$ cat src/hw/rtl/hbm_pkg.sv
`timescale 1ns / 1ps

package hbm_pkg;

  // Fixed field widths of the block's ports and registers.
  localparam int HW  = 16;  // height sample width
  localparam int KW  = 12;  // softness register width
  localparam int FW  = 13;  // blend factor register width
  localparam int MDW = 4;   // blend mode register width

  // Blend mode codes.
  localparam logic [MDW-1:0] MODE_MIX     = 4'd0;
  localparam logic [MDW-1:0] MODE_ADD     = 4'd1;
  localparam logic [MDW-1:0] MODE_SUB     = 4'd2;
  localparam logic [MDW-1:0] MODE_MUL     = 4'd3;
  localparam logic [MDW-1:0] MODE_MIN     = 4'd4;
  localparam logic [MDW-1:0] MODE_MAX     = 4'd5;
  localparam logic [MDW-1:0] MODE_SMIN    = 4'd6;
  localparam logic [MDW-1:0] MODE_SMAX    = 4'd7;
  localparam logic [MDW-1:0] MODE_OVERLAY = 4'd8;
  localparam logic [MDW-1:0] MODE_SCREEN  = 4'd9;
  localparam logic [MDW-1:0] MODE_DIFF    = 4'd10;

  // Configuration register indexes.
  localparam logic [1:0] REG_MODE   = 2'd0;
  localparam logic [1:0] REG_FACTOR = 2'd1;
  localparam logic [1:0] REG_SOFT   = 2'd2;
  localparam logic [1:0] REG_MASK   = 2'd3;

  localparam logic [KW-1:0] SOFT_RESET   = 12'd410;
  localparam logic [FW-1:0] FACTOR_RESET = 13'd2048;

endpackage

$ cat src/hw/rtl/hbm_div_step.sv
`timescale 1ns / 1ps

// One restoring division step: tries to subtract the divisor shifted by SH
// and sets quotient bit SH when it fits.
module hbm_div_step import hbm_pkg::*; #(
  parameter int FB = 12,
  parameter int SH = 0
) (
  input  logic                clk,
  input  logic                en,
  input  logic [KW:0]         dv,
  input  logic [FB+KW:0]      rem_in,
  input  logic [FB-1:0]       q_in,
  output logic [FB+KW:0]      rem_out,
  output logic [FB-1:0]       q_out
);

  localparam int RMW = FB + KW + 1;

  logic [RMW-1:0] trial;
  logic           fits;
  logic [RMW-1:0] rem_next;
  logic [FB-1:0]  q_next;

  always_comb begin
    trial    = RMW'(dv) << SH;
    fits     = rem_in >= trial;
    rem_next = fits ? rem_in - trial : rem_in;
    q_next   = q_in;
    q_next[SH] = fits;
  end

  always_ff @(posedge clk) begin
    if (en) begin
      rem_out <= rem_next;
      q_out   <= q_next;
    end
  end

endmodule

$ cat config.mk
export PLATFORM = sky130hd
export DESIGN_NAME = hbm_div_step
export DESIGN_NICKNAME = d
export VERILOG_FILES = /design/src/hw/rtl/hbm_pkg.sv /design/src/hw/rtl/hbm_div_step.sv
export SDC_FILE = /design/constraint.sdc
export NUM_CORES = 1
export LEC_CHECK = 0
export BUFFER_PORTS_ARGS = -buffer_cell sky130_fd_sc_hd__buf_2
export CAP_MARGIN = 30
export CELL_PAD_IN_SITES_DETAIL_PLACEMENT = 0
export CELL_PAD_IN_SITES_GLOBAL_PLACEMENT = 1
export CORE_ASPECT_RATIO = 0.9
export CORE_UTILIZATION = 33
export DETAILED_ROUTE_END_ITERATION = 16
export GPL_ROUTABILITY_DRIVEN = 0
export HOLD_SLACK_MARGIN = 0.1
export PLACE_DENSITY_LB_ADDON = 0.1
export SLEW_MARGIN = 20
export SYNTH_ARGS = -nofsm -noshare
export SYNTH_HDL_FRONTEND = slang
export SYNTH_SLANG_ARGS = --single-unit
$ cat constraint.sdc
create_clock -name clk -period 2.2 [get_ports clk]
set_input_delay 0.33 -clock clk [delete_from_list [all_inputs] [get_ports clk]]
set_output_delay 0.33 -clock clk [all_outputs]
set_load 0.005 [all_outputs]
==> results of run 1 <==
worst min-delay path by stage:
stage	slack [ps]	endpoint	depth (start not counted)	start
after floorplan	430	q_out[10]$_DFFE_PP_	0	q_in[10]
after CTS	200	q_out[9]$_DFFE_PP_	1	q_in[9]
after global placement	510	q_out[3]$_DFFE_PP_	1	q_in[3]
final	220	q_out[3]$_DFFE_PP_	1	q_in[3]
after global routing	200	q_out[10]$_DFFE_PP_	1	q_in[10]
after detailed placement	510	q_out[3]$_DFFE_PP_	1	q_in[3]
cells in the mapped netlist (2+ instances only):
master / n / area share [%]
a21oi_1: 19 / 4.3
nand4_1: 8 / 2.2
edfxtp_1: 37 / 50
nand4b_1: 2 / 0.78
nand3_1: 4 / 0.90
xor2_1: 5 / 2.0
ha_1: 13 / 7.3
nor2_1: 25 / 4.2
nand2b_1: 3 / 0.84
or3_1: 3 / 0.84
inv_1: 16 / 2.7
o21a_1: 2 / 0.67
buf_6: 2 / 1.0
mux2_2: 3 / 1.5
o21ai_0: 5 / 1.1
xnor2_1: 16 / 6.3
or4_4: 3 / 1.5
nor3_1: 7 / 1.6
o211ai_1: 4 / 1.3
nand2_1: 7 / 1.2
cell type report:
class                           count  area [um2]  share of cell area (%)
Tap cell                           90         113                    3.46
Clock buffer                        6        72.6                    2.23
Clock inverter                      2        10.0                   0.307
Multi-Input combinational cell    147        1050                    32.3
Inverter                           16        60.1                    1.84
Sequential cell                    37        1110                    34.1
Timing Repair Buffer              139         838                    25.7
what timing repair did:
| action | CTS | global route |
|---|---|---|
| setup buffers | 0 | 6 |
| endpoints found under the hold margin | 0 | 0 |
| gates resized for setup | 0 | 3 |
| setup endpoints to repair | 0 | 19 |
sequential cells by signal, indices dropped and copies added (netlist names):
| signal | count |
|---|---|
| q_out | 12 |
| rem_out | 25 |
power breakdown:
part           leakage, nW  switching, mW  internal, mW  total, mW
Combinational         1.07          0.228         0.263      0.491
Clock               0.0450          0.247         0.220      0.467
Sequential           0.362         0.0165         0.872      0.888
critical path, delay by kind of cell:
family,cells,cell delay (ps)
AND/OR/NAND/NOR,3,1280
multiplexers,1,320
buffers and inverters,2,260
layer usage:
metal	routed length [um]	vias up	GRT usage, %
met5	0	-	0
met4	32	0	4.84
met3	314	3	4.11
met2	2390	59	25.5
met1	2720	909	22.3
li1	-	1037	-
kinds of logic (layout without fill, tap and decap cells):
family	after synthesis	count (layout)	share of synthesized area, %
buf+inv	19	163	3.92
xor+xnor	21	21	8.23
fa+ha+maj	14	14	8.17
mux	3	3	1.51
flops	37	37	49.7
compound gates	39	39	10.6
simple gates	70	70	17.8
metrics by stage:
step | hold slack [ps] | cell area (um2)
2_1_floorplan | 429 | 2230
3_3_place_gp | 507 | 3110
3_5_place_dp | 508 | 3110
4_1_cts | 204 | 3200
5_1_grt | 203 | 3260
6_report | 219 | 3260
==> results.cfg, run 1 <==
[worst_setup_path]
slowest_delay_ps = 560
cpMostUsedCell = or4_4
cp-start-kind = input pin
crit_slowest_cell = or4_4
endpoint = rem_out[3]$_DFFE_PP_
worst-setup-path-type = in2reg
crit_fanout = 8
critPathCaptureType = flop
crit_path_cell_trace = buf_2, or4_4, or4_4, nand3_4, buf_4, mux2_2
crit_start = rem_in[15]
worstPathRequired_ps = 2250
critical_path_arrival_ps = 2190

[detailed_routing]
wl_per_cell_um = 12.5
first_pass_iters = 4
routed_via_density = 4.59
drt_iter0_markers = 86
route.detailed.drc = 0
wirelength_um = 5460
antenna_left = 0
via_count = 2008

[floorplan]
dieArea_mm2 = 0.00710
die_y_um = 80.1
die_x_um = 88.7
start_util_pct = 34.1
io_pins = 89
num_rows = 28
fp.coreArea_mm2 = 0.00655

[timing]
setup_viol = 0
worstMarginPinSlew_ps = 499
setup_tns_ps = 0
drv_slew = 0
period_needed_ps = 2150
rsz0062_at_grt = no
max_freq_mhz = 466
worst_slack_ps = 52.3
finalHoldViolations = 0
slew_headroom_pct = 66.7
finalCritPeriodShare_pct = 97.6

[pwr]
ir_drop_mv = 0.233
finalPower_mw = 1.85
power.density_mw_per_mm2 = 567
p_leak_nw = 1.48

[finish]
fin_util_pct = 49.7
drive_gt1_share_pct = 45.8
layout_common_cells = buf_2 (87), buf_4 (51), edfxtp_1 (37)
instances_no_fill = 437
n_fill_cell = 648
syn_to_final_growth_pct = 45.7
diodes = 0
finalNetCount = 412
layout_commonest_cell = buf_2

[clock_network]
clkTransAtPathRegs_ps = 80
cts_tree = built
cts_buffers = 5
clockBufferDepth = 2
cts.htree.levels = 2
cts.sinks = 37
clockRootBuffer = clkbuf_8
cts_hold_buf = 0

[synth]
synth-seq-cells = 37
async_flop_share_pct = 0
syn_nets = 269
ys_seq_area_share_pct = 49.7
synth_flop_cell = edfxtp_1
synth.distinct_cells = 39
synth-edff-count = 37
yosysWarnings = 0
syn_area_mm2 = 0.00223
synth_cells = 203
synth.avg_cell_area_um2 = 11.0

[placement]
portBuffers = 87
place_ws_ps = -296
dp_hpwl_um = 4270
post-place-cells = 423

[job]
max_cap_viol_count = 0

[global_route]
antenna_found_initial = 0
grt_max_degree = 38
grt-ovfl-total = 0
grt_pass1_wl_um = 8840
grt_pass1_vias = 1921
track_usage_pct = 16.4

[outcome]
status = finished clean

[min_path]
hp-class = in2reg
Power figures use the tool's default switching activity.
==> inputs of run 2 (changes only) <==
--- a/config.mk
+++ b/config.mk
@@ -15,6 +15,7 @@
 export GPL_ROUTABILITY_DRIVEN = 0
 export HOLD_SLACK_MARGIN = 0.1
 export PLACE_DENSITY_LB_ADDON = 0.1
+export REMOVE_ABC_BUFFERS = 1
 export SLEW_MARGIN = 20
 export SYNTH_ARGS = -nofsm -noshare
 export SYNTH_HDL_FRONTEND = slang
==> run 2 against run 1 <==
Highest routed layer unchanged. Maximum frequency up 0.90%. Critical path type unchanged. Combinational power down 3%. Largest cell class unchanged. First-iteration DRC count down 33%. Cell count down 2.3%.
==> results.cfg, run 2 (synthesis results as in run 1) <==
[pwr]
ir_drop_mv = 0.201
power_frac_seq_pct = 48.2
p_switching_mw = 0.501
p_int_mw = 1.34
switching_share_pct = 27.2
p_leak_nw = 1.44
combPwrFrac_pct = 25.7
finalPower_mw = 1.84
p_clk_share_pct = 26.1
power.density_mw_per_mm2 = 579

[timing]
fin_hold_ws_ps = 212
worstMarginPinSlew_ps = 379
slew_headroom_pct = 74.7
setup_viol = 0
setup_tns_ps = 0
period_needed_ps = 2130
rsz0062_at_grt = no
finalCritPeriodShare_pct = 96.8
drv_slew = 0
finalHoldViolations = 0
max_freq_mhz = 470

[placement]
portBuffers = 87
place_area_mm2 = 0.00308
dp_hpwl_um = 4100
post-place-cells = 417

[detailed_routing]
wirelength_um = 5290
drt_iter0_markers = 58
wl_per_cell_um = 12.4
first_pass_iters = 4
antenna_left = 0
via_count = 1950
routed_via_density = 4.57
route.detailed.drc = 0

[global_route]
grt_pass1_wl_um = 8400
grt_pass1_vias = 1812
grt_max_degree = 28
use_met2_pct = 24.2
grt-ovfl-total = 0
grt_most_used_layer = met2
use_met1_pct = 21.4
antenna_found_initial = 0
track_usage_pct = 15.8
met3_usage_pct = 3.60

[finish]
finalNetCount = 402
layout_commonest_cell = buf_2
largest_reg_flops = 25
instances_no_fill = 427
layout_common_cells = buf_2 (87), buf_4 (40), edfxtp_1 (37)
diodes = 0
reg_top3 = rem_out x25, q_out x12
stdcell_area_mm2 = 0.00318
drive_gt1_share_pct = 43.3
regMostFlops = rem_out
syn_to_final_growth_pct = 42.4

[outcome]
status = finished clean

[worst_setup_path]
worstPathRequired_ps = 2240
worst-setup-path-type = in2reg
cp-start-kind = input pin
critPathCaptureType = flop
critical_path_arrival_ps = 2170
crit_fanout = 20

[floorplan]
io_pins = 89
num_rows = 28
die_y_um = 80.1
dieArea_mm2 = 0.00710
fp.coreArea_mm2 = 0.00655
die_x_um = 88.7
start_util_pct = 34.1

[clock_network]
cts_tree = built
clockBufferDepth = 2
clockRootBuffer = clkbuf_8
cts.htree.levels = 2
cts.sinks = 37
cts_buffers = 5
clkTransAtPathRegs_ps = 70

[min_path]
hp-class = in2reg

[job]
max_cap_viol_count = 0
[run 2: worst max-delay path, cell delays in order]
cell and delay, ps:
buf_2 80, inv_1 30, ha_1 320, a21o_1 200, a211o_1 300, o211ai_1 320, nand3_4 120, buf_12 170
buf_4 150, nor2_1 80, a21oi_1 50
[run 2: power by group through the flow]
stage / clock [mW] / sequential [mW] / combinational (mW)
floorplan: 0 / 0.919 / 0.207
global placement: 0 / 0.903 / 0.472
detailed placement: 0 / 0.903 / 0.471
CTS: 0.500 / 0.889 / 0.476
global route: 0.534 / 0.898 / 0.531
finish: 0.481 / 0.887 / 0.474
[run 2: metal layers]
| layer | vias to the layer above | part of all wire (%) |
|---|---|---|
| met5 | - | 0 |
| met4 | 0 | 1.4 |
| met3 | 8 | 6.2 |
| met2 | 63 | 43 |
| met1 | 864 | 49 |
| li1 | 1015 | - |
[run 2: area by class of cell]
class,count,area (um2)
Sequential cell,37,1110
Fill cell,651,3370
Tap cell,90,113
Timing Repair Buffer,129,776
Clock buffer,5,68.8
Inverter,16,60.1
Clock inverter,3,17.5
Multi-Input combinational cell,147,1040
[run 2: final timing paths]
path                  from                    to  cells past startpoint
setup / recovery     dv[4]  rem_out[2]$_DFFE_PP_                     11
hold / removal    q_in[11]   q_out[11]$_DFFE_PP_                      1
[run 2: metrics by stage]
step                util, %  setup slack, ps
floorplan                 -             -136
global placement       47.0             -269
detailed placement     47.0             -292
CTS                    48.3             31.5
global route           48.6             2.29
finish                 48.6             71.4
[run 2: timing repair]
action / 4_1_cts / 5_1_grt
gates resized for setup: 0 / 0
endpoints found under the setup margin: 0 / 9
buffers inserted: 0 / 2
hold endpoints to repair: 0 / 0
hold buffers: 0 / 0
